===== config.mk =====
export PLATFORM = sky130hd
export DESIGN_NAME = pfi_ctrl
export DESIGN_NICKNAME = d
export VERILOG_FILES = /design/src/rtl/pfi_pkg.sv /design/src/rtl/pfi_ctrl.sv
export SDC_FILE = /design/constraint.sdc
export NUM_CORES = 1
export LEC_CHECK = 0
export BUFFER_PORTS_ARGS = -buffer_cell sky130_fd_sc_hd__buf_4
export CAP_MARGIN = 5
export CORE_MARGIN = 1
export CORE_UTILIZATION = 51
export DETAILED_ROUTE_END_ITERATION = 10
export PLACE_DENSITY_LB_ADDON = 0.2
export SYNTH_ARGS = -nofsm -noshare
export SYNTH_HDL_FRONTEND = slang
export SYNTH_SLANG_ARGS = --single-unit

===== constraint.sdc =====
create_clock -name clk_i -period 2 [get_ports clk_i]
set_clock_uncertainty 0.2 [all_clocks]
set_input_delay 0.3 -clock clk_i [delete_from_list [all_inputs] [get_ports clk_i]]
set_output_delay 0.3 -clock clk_i [all_outputs]
set_load 0.01 [all_outputs]

===== src/rtl/pfi_pkg.sv =====
// shared types, constants and helper functions of the particle force integrator
package pfi_pkg;

  localparam int unsigned DW = 32;
  localparam int unsigned CW = 31;
  localparam int unsigned CFG_AW = 3;

  localparam logic [1:0] CMD_TICK    = 2'd0;
  localparam logic [1:0] CMD_ATTRACT = 2'd1;
  localparam logic [1:0] CMD_REPEL   = 2'd2;
  localparam logic [1:0] CMD_LOAD    = 2'd3;

  localparam logic [CFG_AW-1:0] CFG_HALF_W = 3'd0;
  localparam logic [CFG_AW-1:0] CFG_HALF_H = 3'd1;
  localparam logic [CFG_AW-1:0] CFG_MASS   = 3'd2;
  localparam logic [CFG_AW-1:0] CFG_GAIN   = 3'd3;
  localparam logic [CFG_AW-1:0] CFG_LIMIT  = 3'd4;
  localparam logic [CFG_AW-1:0] CFG_ORG_X  = 3'd5;
  localparam logic [CFG_AW-1:0] CFG_ORG_Y  = 3'd6;
  localparam logic [CFG_AW-1:0] CFG_ORG_Z  = 3'd7;

  localparam logic [CW-1:0] RST_HALF_W = 31'd33554432;
  localparam logic [CW-1:0] RST_HALF_H = 31'd25165824;
  localparam logic [CW-1:0] RST_GAIN   = 31'd6553600;
  localparam logic [CW-1:0] RST_LIMIT  = 31'd16777216;

  localparam int unsigned SQRT_STEPS = 32;
  localparam int unsigned DIV_STEPS  = 64;
  localparam int unsigned CNT_W      = 6;

  typedef enum logic [4:0] {
    OP_NONE,
    OP_LOAD,
    OP_TICK_VEL,
    OP_TICK_EDGE,
    OP_TICK_POS,
    OP_DIFF,
    OP_NORM,
    OP_SQ_MUL,
    OP_SQ_ACC,
    OP_SQRT_INIT,
    OP_SQRT_STEP,
    OP_RF_MUL,
    OP_RF_SAVE,
    OP_GT_MUL,
    OP_DIV_LOAD_STR,
    OP_DIV_STEP,
    OP_STR_SAVE,
    OP_AX_MUL_LO,
    OP_AX_MUL_HI,
    OP_DIV_LOAD_AX,
    OP_AX_ACC,
    OP_SUM_CLR,
    OP_OUT_MUL,
    OP_OUT_ACC,
    OP_LIM_MUL,
    OP_LIM_CMP
  } op_e;

  typedef struct packed {
    logic       capture;
    logic       emit;
    op_e        op;
    logic [1:0] axis;
  } cmd_t;

  typedef struct packed {
    logic zero_dist;
  } sts_t;

  function automatic logic signed [DW-1:0] sat32(input logic signed [DW+1:0] v);
    logic signed [DW+1:0] hi;
    logic signed [DW+1:0] lo;
    hi = 34'sh0_7FFF_FFFF;
    lo = -34'sh0_8000_0000;
    if (v > hi) begin
      sat32 = 32'sh7FFF_FFFF;
    end else if (v < lo) begin
      sat32 = 32'sh8000_0000;
    end else begin
      sat32 = v[DW-1:0];
    end
  endfunction

  function automatic logic signed [DW-1:0] neg32(input logic signed [DW-1:0] v);
    if (v == 32'sh8000_0000) begin
      neg32 = 32'sh7FFF_FFFF;
    end else begin
      neg32 = -v;
    end
  endfunction

endpackage


===== src/rtl/pfi_ctrl.sv =====
// controller: sequences tick, load and force transactions through the datapath
module pfi_ctrl (
  input  logic           clk_i,
  input  logic           rst_ni,
  input  logic           in_valid_i,
  input  logic [1:0]     item_cmd_i,
  input  logic           out_ready_i,
  input  pfi_pkg::sts_t  sts_i,
  output logic           in_ready_o,
  output logic           out_valid_o,
  output pfi_pkg::cmd_t  cmd_o
);

  typedef enum logic [4:0] {
    S_IDLE, S_LOAD, S_TV, S_TE, S_TP, S_DIFF, S_NORM, S_SQM, S_SQA,
    S_SQRTI, S_SQRT, S_RFM, S_RFS, S_GTM, S_DLS, S_DIVS, S_STRS,
    S_AXL, S_AXH, S_DLA, S_DIVA, S_AXACC, S_OCLR, S_OM, S_OA,
    S_LM, S_LC, S_EMIT
  } state_e;

  localparam logic [pfi_pkg::CNT_W-1:0] SQRT_LAST = pfi_pkg::CNT_W'(pfi_pkg::SQRT_STEPS - 1);
  localparam logic [pfi_pkg::CNT_W-1:0] DIV_LAST  = pfi_pkg::CNT_W'(pfi_pkg::DIV_STEPS - 1);
  localparam logic [1:0]                AX_LAST   = 2'd2;

  state_e                      state_q, state_d;
  logic [pfi_pkg::CNT_W-1:0]   cnt_q, cnt_d;
  logic [1:0]                  axis_q, axis_d;
  logic                        ovalid_q, ovalid_d;
  logic                        accept, emit;

  assign in_ready_o  = (state_q == S_IDLE);
  assign accept      = in_valid_i && in_ready_o;
  assign emit        = (state_q == S_EMIT) && (!ovalid_q || out_ready_i);
  assign out_valid_o = ovalid_q;

  always_comb begin
    state_d  = state_q;
    cnt_d    = cnt_q + 1'b1;
    axis_d   = axis_q;
    ovalid_d = (ovalid_q && !out_ready_i) || emit;
    cmd_o.capture = accept;
    cmd_o.emit    = emit;
    cmd_o.axis    = axis_q;
    cmd_o.op      = pfi_pkg::OP_NONE;
    unique case (state_q)
      S_IDLE: begin
        if (accept) begin
          unique case (item_cmd_i)
            pfi_pkg::CMD_TICK: state_d = S_TV;
            pfi_pkg::CMD_LOAD: state_d = S_LOAD;
            pfi_pkg::CMD_ATTRACT, pfi_pkg::CMD_REPEL: state_d = S_DIFF;
            default: state_d = S_IDLE;
          endcase
        end
      end
      S_LOAD: begin
        cmd_o.op = pfi_pkg::OP_LOAD;
        state_d  = S_OCLR;
      end
      S_TV: begin
        cmd_o.op = pfi_pkg::OP_TICK_VEL;
        state_d  = S_TE;
      end
      S_TE: begin
        cmd_o.op = pfi_pkg::OP_TICK_EDGE;
        state_d  = S_TP;
      end
      S_TP: begin
        cmd_o.op = pfi_pkg::OP_TICK_POS;
        state_d  = S_OCLR;
      end
      S_DIFF: begin
        cmd_o.op = pfi_pkg::OP_DIFF;
        state_d  = S_NORM;
      end
      S_NORM: begin
        cmd_o.op = pfi_pkg::OP_NORM;
        axis_d   = '0;
        state_d  = sts_i.zero_dist ? S_OCLR : S_SQM;
      end
      S_SQM: begin
        cmd_o.op = pfi_pkg::OP_SQ_MUL;
        state_d  = S_SQA;
      end
      S_SQA: begin
        cmd_o.op = pfi_pkg::OP_SQ_ACC;
        if (axis_q == AX_LAST) begin
          state_d = S_SQRTI;
        end else begin
          axis_d  = axis_q + 1'b1;
          state_d = S_SQM;
        end
      end
      S_SQRTI: begin
        cmd_o.op = pfi_pkg::OP_SQRT_INIT;
        cnt_d    = '0;
        state_d  = S_SQRT;
      end
      S_SQRT: begin
        cmd_o.op = pfi_pkg::OP_SQRT_STEP;
        if (cnt_q == SQRT_LAST) begin
          state_d = S_RFM;
        end
      end
      S_RFM: begin
        cmd_o.op = pfi_pkg::OP_RF_MUL;
        state_d  = S_RFS;
      end
      S_RFS: begin
        cmd_o.op = pfi_pkg::OP_RF_SAVE;
        state_d  = S_GTM;
      end
      S_GTM: begin
        cmd_o.op = pfi_pkg::OP_GT_MUL;
        state_d  = S_DLS;
      end
      S_DLS: begin
        cmd_o.op = pfi_pkg::OP_DIV_LOAD_STR;
        cnt_d    = '0;
        state_d  = S_DIVS;
      end
      S_DIVS: begin
        cmd_o.op = pfi_pkg::OP_DIV_STEP;
        if (cnt_q == DIV_LAST) begin
          state_d = S_STRS;
        end
      end
      S_STRS: begin
        cmd_o.op = pfi_pkg::OP_STR_SAVE;
        axis_d   = '0;
        state_d  = S_AXL;
      end
      S_AXL: begin
        cmd_o.op = pfi_pkg::OP_AX_MUL_LO;
        state_d  = S_AXH;
      end
      S_AXH: begin
        cmd_o.op = pfi_pkg::OP_AX_MUL_HI;
        state_d  = S_DLA;
      end
      S_DLA: begin
        cmd_o.op = pfi_pkg::OP_DIV_LOAD_AX;
        cnt_d    = '0;
        state_d  = S_DIVA;
      end
      S_DIVA: begin
        cmd_o.op = pfi_pkg::OP_DIV_STEP;
        if (cnt_q == DIV_LAST) begin
          state_d = S_AXACC;
        end
      end
      S_AXACC: begin
        cmd_o.op = pfi_pkg::OP_AX_ACC;
        if (axis_q == AX_LAST) begin
          state_d = S_OCLR;
        end else begin
          axis_d  = axis_q + 1'b1;
          state_d = S_AXL;
        end
      end
      S_OCLR: begin
        cmd_o.op = pfi_pkg::OP_SUM_CLR;
        axis_d   = '0;
        state_d  = S_OM;
      end
      S_OM: begin
        cmd_o.op = pfi_pkg::OP_OUT_MUL;
        state_d  = S_OA;
      end
      S_OA: begin
        cmd_o.op = pfi_pkg::OP_OUT_ACC;
        if (axis_q == AX_LAST) begin
          state_d = S_LM;
        end else begin
          axis_d  = axis_q + 1'b1;
          state_d = S_OM;
        end
      end
      S_LM: begin
        cmd_o.op = pfi_pkg::OP_LIM_MUL;
        state_d  = S_LC;
      end
      S_LC: begin
        cmd_o.op = pfi_pkg::OP_LIM_CMP;
        state_d  = S_EMIT;
      end
      S_EMIT: begin
        if (emit) begin
          state_d = S_IDLE;
        end
      end
      default: state_d = S_IDLE;
    endcase
  end

  always_ff @(posedge clk_i or negedge rst_ni) begin
    if (!rst_ni) begin
      state_q  <= S_IDLE;
      cnt_q    <= '0;
      axis_q   <= '0;
      ovalid_q <= 1'b0;
    end else begin
      state_q  <= state_d;
      cnt_q    <= cnt_d;
      axis_q   <= axis_d;
      ovalid_q <= ovalid_d;
    end
  end

endmodule


=== Yosys cells after proc, flatten, opt, wreduce, memory -nomap -nowiden ===
Cells that the tools add are included.

* Add/sub/neg operators: 2
* Multipliers: 0
* Divide/modulo/power cells: 0
* Magnitude comparators: 0
* Equality and inequality tests: 39
* Shifts and indexed selects: 0
* Mux-type cells: 15
* Bitwise operators: 0
* Reduce and logical (&&, ||, !) cells: 18

{| class="wikitable"
|+ Operator list
! operator !! number
|-
| one-hot mux 5 bit (27 select lines) || 1
|-
| one-hot mux 5 bit (25 select lines) || 1
|-
| == test 5 bit (second input constant) || 12
|-
| == test 5 x 4 -> 1 bit (second input constant) || 8
|-
| two-way mux 5 bit || 6
|-
| == test 5 x 3 -> 1 bit (second input constant) || 4
|-
| one-hot mux 5 bit (3 select lines) || 1
|-
| == test 5 x 2 -> 1 bit (second input constant) || 2
|-
| inequality test 2 bit (second input constant) || 5
|-
| OR reduction 3 bit || 3
|-
| two-way mux 4 bit || 2
|-
| adder 6 x 1 -> 6 bit (second input constant) || 1
|-
| == test 2 bit (second input constant) || 3
|-
| == test 6 x 5 -> 1 bit (second input constant) || 1
|-
| == test 6 bit (second input constant) || 1
|-
| two-way mux 6 bit || 1
|-
| OR reduction 2 bit || 3
|-
| == test 5 x 1 -> 1 bit (second input constant) || 1
|-
| logical NOT 5 bit || 1
|-
| AND reduction 5 bit || 1
|-
| one-hot mux 2 bit (2 select lines) || 1
|-
| logical AND 1 bit || 3
|-
| two-way mux 3 bit || 1
|-
| adder 2 x 1 -> 2 bit (second input constant) || 1
|-
| 8 further kinds || 10
|}

* Register bits after elaboration: 14
* Latch bits: 0
* RAM bits: 0
* Memory bits (read-only): 0
* Memories kept: 0

=== Logic depth before layout (Yosys ltp) ===
* Depth in word-level cells: 5
* Depth in mapped cells: 6
* Mapped depth without buffers: 6

=== Worst setup path before layout ===
OpenSTA, ideal clock, no wires.

* Path type: register to register
* Start point: register state_q[2]
* End point: register state_q[3]
* Library setup time: 125 ps
* Arrival: 1817 ps
* Required time: 1675 ps
* Path slack: -142 ps
* Cell stages (with the launch flop): 6
* Buffers on the path: 1
* Cell sequence: dfrtp_1 > buf_6 > or4_4 > or3_4 > and4_4 > mux2_4

* Word-level cells in the longest chain between the ends: 4

{| class="wikitable"
|+ Ends and longest elaborated chain
! what !! RTL line !! source
|-
| start, declared || pfi_ctrl.sv:25 || <nowiki>state_e state_q, state_d;</nowiki>
|-
| start signal, assigned || pfi_ctrl.sv:203 || <nowiki>state_q <= state_d;</nowiki>
|-
| parallel branches: the longest is 4 deep, another holds one-hot mux 5 bit (27 select lines) || -- ||
|}

Parallel ways; which one is timed is not known.
A chain may end at the register's enable or synchronous reset.

==> impl_results.md <==
* Hold depth at 3
* Failing checks: negative setup slack
* Max-cap violations at 0
* Synthesized flop and latch total at 14
* Clock-pin transition on the worst setup and hold timing paths at 0.08 ns
* Minimum clock period at 2.21 ns
* Die H at 50.6 µm
* Area grow syn2layout at 62.7%
* Initial antenna violation count at 0
* CP Launch Type: flop
* Width of the die at 50.6 µm
* CTS max path bufs at 2
* Leakage power at 0.868 nW
* Crit-path cells: or4_4 -> buf_6 -> nor2_4 -> and2_4 -> buf_6
* Crit path top cell by count: buf_6
* Post-synth EDFFs at 0
* Final worst slack at -0.208 ns
* CP bufs+invs at 2
* Largest cells by area after synthesis: dfrtp_1 29%, nor2_1 4.1%, clkbuf_1 3.4%
* Cell with the most instances after synthesis: dfrtp_1
* Inserted Diodes at 0
* Worst skew pair latency at 0.28 ns
* I/O pin total at 18
* Flop2flop setup slack at -0.18 ns
* Endpoints failing setup at 10
* Worst Tran Pin Value at 0.378 ns
* Netlist cell types at 48
* Cell count after synthesis at 148
* CP max-delay cell: or4_4
* Max Fanout on Critical Path at 3
* First-pass GRT wire length at 4830 µm
* Core Util, Final at 0.885
* Leading area contributor after synthesis: dfrtp_1
* GRT Total Usage at 0.250
* First drt pass iteration count at 5
* Post-synth top area share at 0.291
* Fin. Hold Viols at 0
* Peak supply drop at 1.40 mV
* RePlAce Congestion at 0.845
* Share of cells above drive strength 1 at 0.479
* Die Area at 0.00256 mm²
* Placed Cells at 193
* Row cnt at 17
* Min-delay worst type: primary input to flop
* # port buffers at 17
* R2r endpoint: state_q[3]
* Number of vias per cell at 6.80
* Nets at 201
* DRC viols at 0
* Max-slew headroom at 0.747
* Sequential-to-total area share from yosys stat at 0.291
* Synth cell count leaders: 14 x dfrtp_1, 13 x nor2_1, 11 x clkbuf_1
* Pin count of the biggest net entering global routing at 24
* Arrival time at the worst endpoint at 1.71 ns
* DP HPWL at 2000 µm
* Most common flop cell mapped by yosys: dfrtp_1
* Crit. End Element: output port
* Status: complete, but fails checks
* Initial Utilization at 0.544
* Hold Crit Endpoint: out_valid_o
* FF-to-FF path depth at 5
* # fillers at 104
* Post-Syn Area at 0.00120 mm²
* Post-Route WL at 4570 µm
* H-tree depth at 1
* Final slew viol count at 0
* TritonCTS buffer count at 3
* RSZ-0062 raised after global routing: true
* Clock sinks at 14
* CP required at 1.50 ns
* CP Class: flop to output port
* HP Start: out_ready_i
* YS warnings at 0
* Delay-heaviest family, CP: simple AND/OR/NAND/NOR gates
* Average cell area after synthesis at 8.13 µm²
* Worst path max stage delay at 0.53 ns
* Fin crit share at 1.10
* Fin Hold WS at 0.128 ns
* Routed len/inst at 21.0 µm
* Drt first-iter violations at 82
* Global route overflow at 0
* Max Freq at 453 MHz
* DRT antenna net count at 0
* Placeable Area at 0.00221 mm²
* PD cells at 1900 mW/mm²
* Asr flop ratio synth at 1.00
* Vias in the first global route at 1,070
* Clk root buf: clkbuf_4
* Sum Neg Setup Slack at -1.02 ns
* Fin cells at 218
* Via count at 1,483
* Worst r2r src: cnt_q[0]
* Syn Nets at 158
* Clock tree from TritonCTS: done
* Total power at 3.72 mW
registers in the layout, indices dropped and copies added, names as in the netlist:
register,count
axis_q,2
state_q,5
cnt_q,6
out_valid_o,1
stage by stage:
step,instance area (µm²),worst slack [ns]
after floorplan,1200,-0.116
after global placement,1410,-0.0771
after detailed placement,1410,-0.0998
after CTS,1580,-0.158
after global routing,1960,-0.244
final,1960,-0.208
how the worst max path moves through the flow:
stage,from,to,slack (ns),cells past startpoint
after floorplan,state_q[0],state_q[3],-0.12,4
after global placement,state_q[0],state_q[3],-0.08,4
after detailed placement,state_q[0],state_q[3],-0.1,4
after CTS,state_q[0],cmd_o[7],-0.16,6
after global routing,state_q[0],cmd_o[8],-0.24,5
final,state_q[0],cmd_o[8],-0.21,5
metal layers:
layer  share of wire  GRT usage  up-vias
met2            0.47      0.413      117
li1                -          -      629
met4           0.053     0.0370        0
met1            0.39      0.345      706
met3           0.093     0.0485       31
met5               0          0        -
kinds of logic (layout without fill, tap and decap cells):
group / Yosys count / count (layout) / share of synthesized area
XOR/XNOR: 6 / 6 / 0.0437
flip-flops: 14 / 14 / 0.291
AO/OA/AOI/OAI: 34 / 34 / 0.205
adder cells (fa/ha/maj): 3 / 3 / 0.0312
buffers and inverters: 20 / 62 / 0.0748
multiplexers: 4 / 4 / 0.0385
AND/OR/NAND/NOR: 67 / 67 / 0.316
area by class of cell:
| type | instances | area [µm²] | area share |
|---|---|---|---|
| inverter | 5 | 18.8 | 0.00958 |
| tap | 28 | 35.0 | 0.0179 |
| multi-input combinational | 114 | 955 | 0.488 |
| sequential | 14 | 354 | 0.181 |
| timing repair buffer | 53 | 559 | 0.286 |
| clock buffer | 4 | 36.3 | 0.0185 |
layout by cell type, fill, tap and decap left out, types with 3 or more instances in the layout:
cell,n
nor2_1,10
ha_1,3
buf_4,34
inv_1,5
a211oi_1,3
dfrtp_2,3
nor3_1,5
buf_12,4
or2_2,3
nand3_1,6
clkbuf_4,3
a21oi_1,4
nand2b_1,5
nand2_1,8
o21ai_0,4
a22o_1,3
buf_6,9
dfrtp_1,11
repair_timing:
item                                   CTS  global route
resized for setup                       18            46
setup endpoints to repair                9            13
pin swaps                                3             8
setup buffers                            3            14
endpoints found under the hold margin   14             0
hold buffers                             1             0
cloned                                   1             2
report_power, final:
group / internal [mW] / switching, mW
Clock: 0.111 / 0.0896
Sequential: 0.415 / 0.144
Combinational: 1.55 / 1.41
tightest hold or removal path, delay by kind of cell:
family	cells	cell delay, ns
buffers and inverters	1	0.08
and+or+nand+nor	2	0.20
No activity file was read; power rests on OpenSTA's default activity.
